--- src/rtl/core/tdf_pkg.sv ---
`timescale 1ns / 1ps
`default_nettype none

package tdf_pkg;

    localparam int VALUE_BITS_DEF = 32;
    localparam int PRIME_BITS     = 32;

    typedef struct packed {
        logic done;
        logic exact;
    } div_status_t;

endpackage

`default_nettype wire

--- src/rtl/core/trial_division_factorizer.sv ---
// Each trial runs one division on a bit-serial divider (one quotient bit per
//   cycle); each item also passes through an accept step and a final step.
// Throughput: one item at a time; a 32-bit prime near 2^32 takes about 21850
//   divisions. Small inputs (0, 1) skip the divider and go straight to the final step.
// Reset: rst_n asynchronous, active low; clears the sequencer, the divider and
//   the output register, and the block then accepts a new item.
`timescale 1ns / 1ps
`default_nettype none

module trial_division_factorizer
    import tdf_pkg::*;
#(
    parameter int VALUE_BITS = VALUE_BITS_DEF
)
(
    input  wire logic                                 clk,
    input  wire logic                                 rst_n,
    input  wire logic                                 s_axis_tvalid,
    output logic                                      s_axis_tready,
    input  wire logic [((VALUE_BITS + 7) / 8) * 8-1:0] s_axis_tdata,  // value
    output logic                                      m_axis_tvalid,
    input  wire logic                                 m_axis_tready,
    output logic      [PRIME_BITS-1:0]                m_axis_tdata,  // prime
    output logic                                      m_axis_tuser,  // has_factor
    output logic                                      m_axis_tlast
);

    localparam int CAND_BITS = (VALUE_BITS + 1) / 2 + 2;

    typedef enum logic [2:0] {
        ST_IDLE,
        ST_START,
        ST_WAIT,
        ST_EVAL,
        ST_FINAL
    } state_t;

    typedef enum logic [1:0] {
        PH_TWO,
        PH_THREE,
        PH_LOW,
        PH_HIGH
    } phase_t;

    state_t                state_reg,      state_next;
    phase_t                phase_reg,      phase_next;
    logic [VALUE_BITS-1:0] rem_reg,        rem_next;
    logic [CAND_BITS-1:0]  cand_reg,       cand_next;
    logic                  check_reg,      check_next;
    logic                  pend_valid_reg, pend_valid_next;
    logic [VALUE_BITS-1:0] pend_prime_reg, pend_prime_next;
    logic                  out_valid_reg,  out_valid_next;
    logic [PRIME_BITS-1:0] out_prime_reg,  out_prime_next;
    logic                  out_has_reg,    out_has_next;
    logic                  out_last_reg,   out_last_next;

    logic [VALUE_BITS-1:0] in_value;
    logic [VALUE_BITS-1:0] div_quo;
    div_status_t           div_status;
    logic                  div_start;
    logic                  out_free;
    logic                  past_limit;

    assign in_value   = s_axis_tdata[VALUE_BITS-1:0];
    assign div_start  = (state_reg == ST_START);
    assign out_free   = !out_valid_reg || m_axis_tready;
    assign past_limit = check_reg && (VALUE_BITS'(cand_reg) > div_quo);

    tdf_div #(
        .VALUE_BITS (VALUE_BITS),
        .CAND_BITS  (CAND_BITS)
    ) u_div (
        .clk      (clk),
        .rst_n    (rst_n),
        .start    (div_start),
        .dividend (rem_reg),
        .divisor  (cand_reg),
        .quotient (div_quo),
        .status   (div_status)
    );

    always_comb
    begin
        state_next      = state_reg;
        phase_next      = phase_reg;
        rem_next        = rem_reg;
        cand_next       = cand_reg;
        check_next      = check_reg;
        pend_valid_next = pend_valid_reg;
        pend_prime_next = pend_prime_reg;
        out_valid_next  = out_valid_reg;
        out_prime_next  = out_prime_reg;
        out_has_next    = out_has_reg;
        out_last_next   = out_last_reg;

        if (out_valid_reg && m_axis_tready)
        begin
            out_valid_next = 1'b0;
        end

        unique case (state_reg)
            ST_IDLE:
            begin
                if (s_axis_tvalid)
                begin
                    pend_valid_next = 1'b0;
                    if (in_value > VALUE_BITS'(1))
                    begin
                        rem_next   = in_value;
                        cand_next  = CAND_BITS'(2);
                        phase_next = PH_TWO;
                        check_next = 1'b0;
                        state_next = ST_START;
                    end
                    else
                    begin
                        state_next = ST_FINAL;
                    end
                end
            end
            ST_START:
            begin
                state_next = ST_WAIT;
            end
            ST_WAIT:
            begin
                if (div_status.done)
                begin
                    state_next = ST_EVAL;
                end
            end
            ST_EVAL:
            begin
                if (out_free)
                begin
                    if (past_limit)
                    begin
                        // leftover cofactor is prime
                        if (rem_reg > VALUE_BITS'(1))
                        begin
                            if (pend_valid_reg)
                            begin
                                out_valid_next = 1'b1;
                                out_prime_next = PRIME_BITS'(pend_prime_reg);
                                out_has_next   = 1'b1;
                                out_last_next  = 1'b0;
                            end
                            pend_valid_next = 1'b1;
                            pend_prime_next = rem_reg;
                        end
                        state_next = ST_FINAL;
                    end
                    else if (div_status.exact)
                    begin
                        // hold the new factor back until the next one shows whether it ends the run
                        if (pend_valid_reg)
                        begin
                            out_valid_next = 1'b1;
                            out_prime_next = PRIME_BITS'(pend_prime_reg);
                            out_has_next   = 1'b1;
                            out_last_next  = 1'b0;
                        end
                        pend_valid_next = 1'b1;
                        pend_prime_next = VALUE_BITS'(cand_reg);
                        rem_next        = div_quo;
                        check_next      = 1'b0;
                        state_next      = (div_quo == VALUE_BITS'(1)) ? ST_FINAL : ST_START;
                    end
                    else
                    begin
                        unique case (phase_reg)
                            PH_TWO:
                            begin
                                cand_next  = CAND_BITS'(3);
                                phase_next = PH_THREE;
                                check_next = 1'b0;
                            end
                            PH_THREE:
                            begin
                                cand_next  = CAND_BITS'(5);
                                phase_next = PH_LOW;
                                check_next = 1'b1;
                            end
                            PH_LOW:
                            begin
                                cand_next  = cand_reg + CAND_BITS'(2);
                                phase_next = PH_HIGH;
                                check_next = 1'b0;
                            end
                            PH_HIGH:
                            begin
                                cand_next  = cand_reg + CAND_BITS'(4);
                                phase_next = PH_LOW;
                                check_next = 1'b1;
                            end
                            default:
                            begin
                                phase_next = PH_TWO;
                            end
                        endcase
                        state_next = ST_START;
                    end
                end
            end
            ST_FINAL:
            begin
                if (out_free)
                begin
                    out_valid_next  = 1'b1;
                    out_prime_next  = pend_valid_reg ? PRIME_BITS'(pend_prime_reg) : '0;
                    out_has_next    = pend_valid_reg;
                    out_last_next   = 1'b1;
                    pend_valid_next = 1'b0;
                    state_next      = ST_IDLE;
                end
            end
            default:
            begin
                state_next = ST_IDLE;
            end
        endcase
    end

    always_ff @(posedge clk or negedge rst_n)
    begin
        if (!rst_n)
        begin
            state_reg      <= ST_IDLE;
            phase_reg      <= PH_TWO;
            rem_reg        <= '0;
            cand_reg       <= '0;
            check_reg      <= 1'b0;
            pend_valid_reg <= 1'b0;
            pend_prime_reg <= '0;
            out_valid_reg  <= 1'b0;
            out_prime_reg  <= '0;
            out_has_reg    <= 1'b0;
            out_last_reg   <= 1'b0;
        end
        else
        begin
            state_reg      <= state_next;
            phase_reg      <= phase_next;
            rem_reg        <= rem_next;
            cand_reg       <= cand_next;
            check_reg      <= check_next;
            pend_valid_reg <= pend_valid_next;
            pend_prime_reg <= pend_prime_next;
            out_valid_reg  <= out_valid_next;
            out_prime_reg  <= out_prime_next;
            out_has_reg    <= out_has_next;
            out_last_reg   <= out_last_next;
        end
    end

    assign s_axis_tready = (state_reg == ST_IDLE);
    assign m_axis_tvalid = out_valid_reg;
    assign m_axis_tdata  = out_prime_reg;
    assign m_axis_tuser  = out_has_reg;
    assign m_axis_tlast  = out_last_reg;

    a_idle_no_pending: assert property (@(posedge clk) disable iff (!rst_n)
        state_reg == ST_IDLE |-> !pend_valid_reg)
        else $error("factor left pending at end of run");

    a_cand_bound: assert property (@(posedge clk) disable iff (!rst_n)
        !cand_reg[CAND_BITS-1])
        else $error("trial divisor outgrew its range");

    a_rem_above_one: assert property (@(posedge clk) disable iff (!rst_n)
        state_reg == ST_START |-> rem_reg > VALUE_BITS'(1))
        else $error("division started on a finished cofactor");

    a_accept_leaves_idle: assert property (@(posedge clk) disable iff (!rst_n)
        s_axis_tvalid && s_axis_tready |=> state_reg != ST_IDLE)
        else $error("accepted item not started");

    a_last_has_no_pending: assert property (@(posedge clk) disable iff (!rst_n)
        state_reg == ST_FINAL && out_free |=> out_valid_reg && out_last_reg)
        else $error("run ended without a last item");

endmodule

`default_nettype wire

--- src/rtl/core/tdf_div.sv ---
`timescale 1ns / 1ps
`default_nettype none

module tdf_div
    import tdf_pkg::*;
#(
    parameter int VALUE_BITS = VALUE_BITS_DEF,
    parameter int CAND_BITS  = (VALUE_BITS + 1) / 2 + 2
)
(
    input  wire logic                  clk,
    input  wire logic                  rst_n,
    input  wire logic                  start,
    input  wire logic [VALUE_BITS-1:0] dividend,
    input  wire logic [CAND_BITS-1:0]  divisor,
    output logic      [VALUE_BITS-1:0] quotient,
    output div_status_t                status
);

    localparam int CNT_BITS = $clog2(VALUE_BITS + 1);

    logic [VALUE_BITS-1:0] quo_reg,  quo_next;
    logic [CAND_BITS-1:0]  part_reg, part_next;
    logic [CAND_BITS-1:0]  dsr_reg,  dsr_next;
    logic [CNT_BITS-1:0]   cnt_reg,  cnt_next;
    logic                  busy_reg, busy_next;
    logic                  done_reg, done_next;

    logic [CAND_BITS:0]    trial;
    logic [CAND_BITS:0]    diff;
    logic                  qbit;

    // one quotient bit per cycle: shift the next dividend bit into the partial remainder
    assign trial = {part_reg, quo_reg[VALUE_BITS-1]};
    assign qbit  = (trial >= {1'b0, dsr_reg});
    assign diff  = trial - {1'b0, dsr_reg};

    always_comb
    begin
        quo_next  = quo_reg;
        part_next = part_reg;
        dsr_next  = dsr_reg;
        cnt_next  = cnt_reg;
        busy_next = busy_reg;
        done_next = 1'b0;
        if (start)
        begin
            quo_next  = dividend;
            part_next = '0;
            dsr_next  = divisor;
            cnt_next  = CNT_BITS'(VALUE_BITS);
            busy_next = 1'b1;
        end
        else if (busy_reg)
        begin
            quo_next  = {quo_reg[VALUE_BITS-2:0], qbit};
            part_next = qbit ? diff[CAND_BITS-1:0] : trial[CAND_BITS-1:0];
            cnt_next  = cnt_reg - CNT_BITS'(1);
            if (cnt_reg == CNT_BITS'(1))
            begin
                busy_next = 1'b0;
                done_next = 1'b1;
            end
        end
    end

    always_ff @(posedge clk or negedge rst_n)
    begin
        if (!rst_n)
        begin
            quo_reg  <= '0;
            part_reg <= '0;
            dsr_reg  <= '0;
            cnt_reg  <= '0;
            busy_reg <= 1'b0;
            done_reg <= 1'b0;
        end
        else
        begin
            quo_reg  <= quo_next;
            part_reg <= part_next;
            dsr_reg  <= dsr_next;
            cnt_reg  <= cnt_next;
            busy_reg <= busy_next;
            done_reg <= done_next;
        end
    end

    assign quotient     = quo_reg;
    assign status.done  = done_reg;
    assign status.exact = (part_reg == '0);

    a_start_idle: assert property (@(posedge clk) disable iff (!rst_n)
        start |-> !busy_reg)
        else $error("division started while busy");

    a_done_ends_busy: assert property (@(posedge clk) disable iff (!rst_n)
        done_reg |-> !busy_reg && $past(busy_reg))
        else $error("done without a finished division");

    a_count_run: assert property (@(posedge clk) disable iff (!rst_n)
        busy_reg |-> cnt_reg != '0)
        else $error("bit counter ran out while busy");

endmodule

`default_nettype wire
--- config.mk ---
export PLATFORM = sky130hd
export DESIGN_NAME = trial_division_factorizer
export DESIGN_NICKNAME = d
export VERILOG_FILES = /design/src/rtl/core/tdf_pkg.sv /design/src/rtl/core/trial_division_factorizer.sv /design/src/rtl/core/tdf_div.sv
export SDC_FILE = /design/constraint.sdc
export NUM_CORES = 1
export LEC_CHECK = 0
export ABC_AREA = 1
export BUFFER_PORTS_ARGS = -buffer_cell sky130_fd_sc_hd__buf_2
export CORE_MARGIN = 3
export CORE_UTILIZATION = 60
export DETAILED_ROUTE_END_ITERATION = 8
export MAX_ROUTING_LAYER = met4
export PLACE_DENSITY = 0.75
export SETUP_SLACK_MARGIN = 0.2
export SYNTH_ARGS = -nofsm -noshare
export SYNTH_HDL_FRONTEND = slang
export SYNTH_SLANG_ARGS = --single-unit
--- constraint.sdc ---
create_clock -name clk -period 5.85 [get_ports clk]
set_clock_uncertainty 0.1 [all_clocks]
set_input_delay 1.17 -clock clk [delete_from_list [all_inputs] [get_ports clk]]
set_output_delay 1.17 -clock clk [all_outputs]
set_load 0.01 [all_outputs]
Word-level counts from Yosys, hierarchy flattened --
Index checks and enable logic that the tools add are counted.
Operators by class: add/subtract/negate cells 4, order comparisons 4, equality and inequality tests 20, muxes and demuxes 89, reductions and logical operators 21
Operators with widths (count):
- 32-bit 2-to-1 mux | 17
- 18-bit 2-to-1 mux | 8
- 32-bit one-hot mux with 2 select lines | 2
- 18-bit one-hot mux with 4 select lines | 1
- 32-bit by 1-bit > comparator with 1-bit output (second input constant) | 2
- 1-bit 2-to-1 mux | 36
- 18-bit one-hot mux with 2 select lines | 1
- 32-bit by 1-bit == test with 1-bit output (second input constant) | 1
- 18-bit by 32-bit > comparator with 1-bit output | 1
- 3-bit 2-to-1 mux | 8
- 19-bit by 18-bit >= comparator with 1-bit output | 1
- 18-bit by 2-bit adder with 18-bit output (second input constant) | 1
- 18-bit by 3-bit adder with 18-bit output (second input constant) | 1
- 18-bit logical NOT | 1
- 6-bit AND reduction | 3
- 18-bit subtractor | 1
- 3-bit one-hot mux with 5 select lines | 1
- 6-bit 2-to-1 mux | 2
- 2-bit != test (second input constant) | 6
- 2-bit 2-to-1 mux | 5
- 1-bit one-hot mux with 2 select lines | 5
- 5-bit AND reduction | 2
- 4-bit AND reduction | 2
- 2-bit nonzero test | 4
- other kinds (19) | 26
Word-level totals: register bits after elaboration 200, bits of input ports 36, output and inout port bits 36, word-level logic and storage cells 155

Longest topological paths before layout --
Gate-level depths: netlist of run 1.
depth after elaboration 7, mapped depth 21, mapped depth without buffers 20

Modules after synthesis --
A second synthesis of run 1 with hierarchy kept.
Second synthesis, totals: cells, all modules 1638, area, all modules 12366.9 um2
Modules (own cells, without submodules):
- trial_division_factorizer | instances 1, cells each 1037, area each 7748.7 um2, sequential area each 3103.0 um2
- tdf_div | instances 1, cells each 601, area each 4618.2 um2, sequential area each 1901.8 um2

Least setup slack after synthesis of run 1 --
Ideal clock, no wire load.
path type input to register, from input s_axis_tdata[2], to register cand_reg[1], library setup time 117 ps, data arrival time 2459 ps, data required time 5633 ps, path slack 3174 ps, cell stages on the path 12, buffers on the path 1, cell sequence or2_2 nor3_1 nand2_1 nor2_1 nand2_1 o21ai_1 nor2_2 nand3_1 nand2_2 buf_2 nand3_1 nand2_1
On the way: cells in the longest elaborated chain, start to end 3
RTL lines:
- start, declared | line trial_division_factorizer.sv:20 | input wire logic [((VALUE_BITS + 7) / 8) * 8-1:0] s_axis_tdata,
- 32-bit by 1-bit > comparator with 1-bit output | line trial_division_factorizer.sv:107 | if (in_value > VALUE_BITS'(1))
- 2-bit by 1-bit != test with 1-bit output (no source line)
- 6-bit AND reduction (no source line)
- end signal, assigned | line trial_division_factorizer.sv:245 | cand_reg <= cand_next;
- end, declared | line trial_division_factorizer.sv:48 | logic [CAND_BITS-1:0] cand_reg, cand_next;
No other way between the ends. A chain may end at the register's enable or synchronous reset.

Worst setup path in the final report of run 1 --
from register cand_reg[11], to register out_last_reg, in the netlist m_axis_tlast
On the way: cells in the longest elaborated chain, start to end 5, elaborated cells on any way between the ends 8, those cells by class order compare (1); eq/ne (2); mux (3); reduce/logical (2)
RTL lines:
- 18-bit by 32-bit > comparator with 1-bit output * | line trial_division_factorizer.sv:67 | assign past_limit = check_reg && (VALUE_BITS'(cand_reg) > div_quo);
- 1-bit logical AND * | line trial_division_factorizer.sv:67
- 1-bit 2-to-1 mux | line trial_division_factorizer.sv:136 | if (past_limit)
- 1-bit 2-to-1 mux | line trial_division_factorizer.sv:134 | if (out_free)
- 1-bit one-hot mux with 2 select lines | line trial_division_factorizer.sv:101 | unique case (state_reg)
- end signal, assigned | line trial_division_factorizer.sv:252 | out_last_reg <= out_last_next;
- end, declared | line trial_division_factorizer.sv:55 | logic out_last_reg, out_last_next;
Every way passes the cells marked *; elsewhere a longest branch is shown, timed or not. The select of a mux whose other input is x is not followed.

==> impl_metrics.yaml, run 1 <==
status:
  status: "finished, final reports clean"
pwr:
  leakagePower_nw: 6.44
  ir_drop_uv: 190
  switchingPower_uw: 638
  clkPwrFrac_pct: 46.0
  swShare_pct: 24.0
  p_comb_share_pct: 2.2
  powerDensity_nw_per_um2: 214
  seq_power_share_pct: 51.9
  power.internal_mw: 2.02
placement:
  place_congestion: 0.917
  postPlaceCellArea_um2: 11800
  dp_hpwl_mm: 22.1
  portBuffers: 71
detailed_routing:
  drtAntennaViolNets: 0
  wirelength_mm: 31.9
  dr_total_vias: 10600
  firstDrtPassIters: 7
  via_per_inst: 5.82
  wl_per_cell_um: 17.5
  drtIter0Drc: 1108
  drc: 0
synthesis:
  synth_area_leader_cell: "dfrtp_1"
  syn-cell-area_um2: 11400
  synth.distinct_cells: 50
  yosys_warnings: 0
  synth_top_area_share_pct: 44.0
  synthTopCellsByArea: "dfrtp_1 44%, nand2_1 17%, inv_1 5.4%"
  ys_seq_area_share_pct: 44.0
  syn-num-nets: 1611
  synthCells: 1534
  synth_commonest_cells: "507 x nand2_1, 200 x dfrtp_1, 164 x inv_1, 115 x o21ai_0"
  synth_most_common_cell: "nand2_1"
  synth_seq_cells: 200
  synthArstFlopShare_pct: 100
  synth_edf_count: 0
  synthFlopType: "dfrtp_1"
  synth.avg_cell_area_um2: 7.41
setup_path:
  crit_type: "reg2reg"
  endpoint_kind: "flop"
  critPathArrivalTime_ns: 3.64
  worstReg2RegStart: "cand_reg[11]$_DFFE_PN0P_"
  critPathLaunch: "cand_reg[11]$_DFFE_PN0P_"
  critPathRequiredTime_ns: 6.12
  cp-start-kind: "flop"
  path_max_fanout: 39
clock_network:
  cts_resized: 0
  cts_hold_buf: 0
  htree_levels: 4
  cts_max_path_buffers: 2
  cts_root_buffer: "clkbuf_16"
  clock_sinks: 200
  path_clk_slew_ns: 0.08
  postCtsSetupBuffers: 0
  cts_inserted_buffers: 17
  clock_latency_ns: 0.44
  cts_tree: "yes"
floorplan:
  rows: 49
  ios: 72
  dieHeight_um: 144
  fp.dieArea_um2: 20600
  core-area_um2: 18300
  initial_core_util_pct: 62.2
  dieWidth_um: 144
grt:
  grt_pass1_wl_mm: 51.9
  grt_pass1_vias: 9881
  grt_antenna_before_repair: 1
  grt.overflow.total: 0
  grt_max_degree: 123
  grt_use_total_pct: 32.7
job:
  maxCapViolations: 0
timing:
  fin_crit_sh_pct: 57.6
  setup-violations-final: 0
  timing.fmax_mhz: 297
  tns_ns: 0
  post-route-min-period_ns: 3.37
  slew_viol_final: 0
  slew_headroom_pct: 32.5
  tightestPinTransition_ns: 1.01
  rsz0062_at_grt: "no"
  finalHoldViolCount: 0
finish:
  fin_nets: 1652
  syn_to_final_growth_pct: 9.32
  drive_above_1_share_pct: 8.94
  design_area_um2: 12400
worst_hold_path:
  hp-class: "reg2reg"
  worstHoldStart: "m_axis_tdata[31]$_DFFE_PN0P_"
[cells by family (layout without fill, tap and decap cells)]
logic type	after synthesis	in the layout	synth area share [%]
xor+xnor	16	16	1.23
fa+ha+maj	41	41	4.58
other cells	0	1	0
flops	200	200	44.0
simple gates	787	787	28.8
buf+inv	233	287	8.34
compound gates	257	257	13.0
[stage by stage]
stage | hold slack, ns | total power [mW] | instances | setup WS (ns) | utilization (%)
global placement | 0.352 | 1.47 | 1785 | 2.65 | 64.7
floorplan | 0.342 | 1.42 | 1534 | 3.17 | -
CTS | 0.373 | 2.67 | 1817 | 2.50 | 68.0
detailed placement | 0.353 | 1.47 | 1785 | 2.54 | 64.7
global route | 0.390 | 2.75 | 1818 | 2.12 | 68.0
finish | 0.369 | 2.66 | 1818 | 2.48 | 68.0
[layout make-up]
| type | instances | area [um^2] |
|---|---|---|
| Antenna cell | 1 | 2.50 |
| Multi-Input combinational cell | 1101 | 5430 |
| Tap cell | 229 | 287 |
| Clock buffer | 18 | 439 |
| Timing Repair Buffer | 82 | 447 |
| Clock inverter | 14 | 175 |
| Sequential cell | 200 | 5000 |
| Fill cell | 1603 | 5840 |
| Inverter | 173 | 649 |
[metal layers]
metal	wire length, um	global-route usage, %
met5	0	-
met2	14000	46.3
met4	675	9.17
met3	2980	9.15
met1	14200	46.5
[critical path: stages, from the launching register on]
cell and delay, ns:
dfrtp_1 0.48, ha_1 0.35, nand2_1 0.05, inv_1 0.07, nand3_1 0.11, nor3_1 0.33, a21boi_2 0.15, nand2_2 0.52
nand2_2 0.18, nand2_2 0.14, nand2_4 0.21, nand2_4 0.39, nand2_1 0.12, nand2_1 0.08
[power groups by stage]
stage	clock network, mW	registers (mW)	logic [mW]
after global placement	0	1.41	0.0581
after detailed placement	0	1.41	0.0585
after global routing	1.30	1.38	0.0665
final	1.22	1.38	0.0573
after CTS	1.23	1.38	0.0587
after floorplan	0	1.41	0.0115
[final timing paths]
path,endpoint,slack (ns),depth (start not counted)
worst min register to register,m_axis_tdata[31]$_DFFE_PN0P_,0.37,2
worst min-delay path,m_axis_tdata[31]$_DFFE_PN0P_,0.37,2
worst max-delay path,m_axis_tlast$_DFFE_PN0P_,2.48,13
max in group asynchronous,pend_prime_reg[31]$_DFFE_PN0P_,3.70,2
worst max register to register,m_axis_tlast$_DFFE_PN0P_,2.48,13
min in group asynchronous,u_div.part_reg[8]$_DFFE_PN0P_,0.73,1
[cells in the final DEF, fill, tap and decap left out, types with 2 or more instances in the layout]
cell	n
nand3_1	108
o221ai_1	31
inv_2	8
a21o_1	4
clkinv_4	2
nor2_2	3
nand2_4	2
clkinv_8	3
inv_8	4
dfrtp_1	200
inv_6	3
nand2_1	507
clkbuf_16	17
a21oi_1	39
clkbuf_8	2
buf_2	70
o21ai_0	115
buf_4	11
nor3_1	17
nand2_2	5
ha_1	40
xor2_1	9
nand4_1	14
o21bai_1	4
nor3_4	2
inv_1	164
nor2_1	107
nor4_1	13
o22ai_1	8
xnor2_1	7
or2_2	2
o21ai_1	41
o211ai_1	5
Note: power is estimated with default switching activity, not from simulation.
==> run 2: changes to the inputs <==
--- a/config.mk
+++ b/config.mk
@@ -5,13 +5,13 @@
 export SDC_FILE = /design/constraint.sdc
 export NUM_CORES = 1
 export LEC_CHECK = 0
-export ABC_AREA = 1
+export ABC_AREA = 0
 export BUFFER_PORTS_ARGS = -buffer_cell sky130_fd_sc_hd__buf_2
 export CORE_MARGIN = 3
-export CORE_UTILIZATION = 60
+export CORE_UTILIZATION = 55
 export DETAILED_ROUTE_END_ITERATION = 8
 export MAX_ROUTING_LAYER = met4
-export PLACE_DENSITY = 0.75
+export PLACE_DENSITY = 0.72
 export SETUP_SLACK_MARGIN = 0.2
 export SYNTH_ARGS = -nofsm -noshare
 export SYNTH_HDL_FRONTEND = slang
==> constraint.sdc (replaced) <==
create_clock -name clk -period 2.9 [get_ports clk]
set_clock_uncertainty 0.1 [all_clocks]
set_input_delay 0.58 -clock clk [delete_from_list [all_inputs] [get_ports clk]]
set_output_delay 0.58 -clock clk [all_outputs]
set_load 0.01 [all_outputs]
==> run 2 against run 1 <==
Effect of this change:
- total power rose to 4.9 times the previous value
- critical path depth down 3
- register-to-register slack worse by 2.5 ns
- combinational power rose to 110 times the previous value
- cell area up 8.4%
- the flow now finishes with violations (hold timing, setup timing)
- sequential share of layout area down 3.1 points
- first-iteration DRC count down 21%
- critical endpoint is now m_axis_tdata[31]$_DFFE_PN0P_
- clock-buffer cell count down 1
- highest routed layer unchanged
- area after synthesis down 5.8%
- flip-flop and latch count unchanged
==> impl_metrics.yaml, run 2 <==
placement:
  dp_slack_ns: 0.00428
  place_congestion: 1.00
  dp_hpwl_mm: 20.5
  placed_cells: 1480
  portBuffers: 71
  postPlaceCellArea_um2: 11900
timing:
  finalHoldViolCount: 3
  rsz0062_at_grt: "yes"
  timing.fmax_mhz: 340
  setup_slack_ns: -0.0420
  post-route-min-period_ns: 2.94
  whs_ns: -0.00295
  slew_viol_final: 0
  fin_crit_sh_pct: 101
  setup-violations-final: 13
  tightestPinTransition_ns: 0.726
  slew_headroom_pct: 50.4
worst_hold_path:
  hp-class: "in2async"
clock_network:
  cts_inserted_buffers: 17
  cts_hold_buf: 0
  cts_tree: "yes"
  path_clk_slew_ns: 0.08
  clock_sinks: 200
  cts_max_path_buffers: 2
  clock_latency_ns: 0.44
  cts_root_buffer: "clkbuf_16"
  htree_levels: 4
floorplan:
  ios: 72
  initial_core_util_pct: 56.7
  fp.dieArea_um2: 21200
  dieWidth_um: 146
  dieHeight_um: 146
  core-area_um2: 18900
  rows: 50
grt:
  grt_use_total_pct: 29.0
  grt_max_degree: 58
  grt_antenna_before_repair: 1
  grt.overflow.total: 0
  grt_pass1_vias: 9102
  grt_pass1_wl_mm: 48.1
finish:
  layout.cells.non_filler: 1550
  layout_common_cells: "198 x dfrtp_1, 164 x o21ai_0, 159 x nand2_1"
  syn_to_final_growth_pct: 25.7
  design_area_um2: 13500
  fin_nets: 1353
  final_common_cell: "dfrtp_1"
  drive_above_1_share_pct: 26.5
synthesis:
  synth.avg_cell_area_um2: 9.53
  syn-cell-area_um2: 10700
  synth.distinct_cells: 65
  synthTopCellsByArea: "dfrtp_1 47%, o21ai_0 8.1%, nand2_1 5.7%"
  synth_seq_cells: 200
  ys_seq_area_share_pct: 46.7
  synthCells: 1124
  yosys_warnings: 0
  synth_top_area_share_pct: 46.7
  synth_area_leader_cell: "dfrtp_1"
  synth_commonest_cells: "200 x dfrtp_1, 173 x o21ai_0, 163 x nand2_1, 60 x mux2i_1, 51 x clkbuf_1"
  synth_most_common_cell: "dfrtp_1"
  synthArstFlopShare_pct: 100
  synthFlopType: "dfrtp_1"
  syn-num-nets: 1201
  synth_edf_count: 0
detailed_routing:
  wl_per_cell_um: 20.4
  wirelength_mm: 31.6
  drtAntennaViolNets: 0
  drc: 0
  firstDrtPassIters: 5
  dr_total_vias: 9630
  via_per_inst: 6.21
  drtIter0Drc: 879
setup_path:
  r2r-end: "m_axis_tdata[31]$_DFFE_PN0P_"
  crit_family: "compound AO/OA/AOI/OAI gates"
  crit_chain: "ha_4 > nand4_1 > buf_4 > o221ai_2 > o31a_4 > mux2_4 > o21ai_4 > buf_6 > clkbuf_16 > a22o_1"
  r2r_slack_ns: -0.04
  critPathRequiredTime_ns: 3.18
  path_max_fanout: 8
  cp_slowest_cell: "dfrtp_1"
  worstReg2RegStart: "cand_reg[13]$_DFFE_PN0P_"
  endpoint_kind: "flop"
  reg2reg_depth: 10
  crit_type: "reg2reg"
  critPathMaxStageDelay_ns: 0.45
  cp-start-kind: "flop"
  critPathArrivalTime_ns: 3.22
  critPathLaunch: "cand_reg[13]$_DFFE_PN0P_"
  cp_num_buf_inv: 3
job:
  maxCapViolations: 0
pwr:
  ir_drop_uv: 522
  leakagePower_nw: 6.43
  powerDensity_nw_per_um2: 967
status:
  status: "finished, violations left"
  violations: "hold timing, setup timing"
==> run 2: cell count changes after synthesis, sizes merged, moves of 21 or more <==
cell	delta
a22o	+35
buf	-21
clkbuf	+25
inv	-123
mux2	+35
mux2i	+61
nand2	-351
nand3	-93
nor2	-64
o21ai	+22
o221ai	-29
==> run 2: cells by family after synthesis <==
| group | share of synthesized area (%) |
|---|---|
| buffers and inverters | 4.41 |
| AOI/OAI and AO/OA | 19.2 |
| adders and majority gates | 4.86 |
| DFF | 46.7 |
| and+or+nand+nor | 14.1 |
| muxes | 9.41 |
| xor gates and xnor gates | 1.31 |
==> run 2: area by class of cell <==
type / count / area (um^2)
fill: 1373 / 5420
inverter: 49 / 184
clock inverter: 15 / 173
clock buffer: 17 / 425
antenna: 1 / 2.50
timing repair buffer: 197 / 1650
sequential: 200 / 5010
tap: 260 / 325
multi-input combinational: 811 / 5700
==> run 2: worst max path at each step <==
| stage | to | slack, ns | cells past startpoint |
|---|---|---|---|
| floorplan | m_axis_tdata[10]$_DFFE_PN0P_ | 0.20 | 9 |
| finish | m_axis_tdata[31]$_DFFE_PN0P_ | -0.04 | 10 |
| global placement | cand_reg[7]$_DFFE_PN0P_ | 0.03 | 10 |
| detailed placement | cand_reg[7]$_DFFE_PN0P_ | 0.004 | 10 |
| CTS | m_axis_tdata[15]$_DFFE_PN0P_ | 0.16 | 10 |
| global route | m_axis_tdata[31]$_DFFE_PN0P_ | -0.1 | 10 |
==> run 2: layer usage <==
layer / vias to the layer above / global-route usage (%) / part of all wire, %
li1: 4374 / - / -
met1: 4749 / 39.1 / 43
met2: 416 / 45.0 / 46
met3: 91 / 5.33 / 7.0
met4: 0 / 9.31 / 3.8
met5: - / - / 0
==> run 2: where the power goes <==
part           total [mW]  switching (mW)  internal, mW  leakage (nW)
registers            4.30           0.778          3.52          2.60
logic                6.34            3.30          3.04          3.53
clock network        2.39            1.22          1.17         0.293
total                13.0            5.29          7.73          6.43
==> run 2: through the flow <==
step | TNS (ns) | util (%) | hold slack, ns | power (mW)
3_5_place_dp | 0 | 63.1 | 0.373 | 9.59
6_report | -0.247 | 71.3 | -0.00295 | 13.0
2_1_floorplan | 0 | - | 0.184 | 7.80
3_3_place_gp | 0 | 63.1 | 0.367 | 9.45
4_1_cts | 0 | 68.2 | 0.0121 | 12.3
5_1_grt | -2.30 | 71.3 | 0.0141 | 13.9
==> run 2: timing repair <==
item                                   in CTS  in global routing
endpoints found under the hold margin       0                  0
cloned                                      3                  7
gates resized for setup                    37                 70
setup buffers                              14                 13
pin swaps                                  15                 36
setup endpoints to repair                 119                128
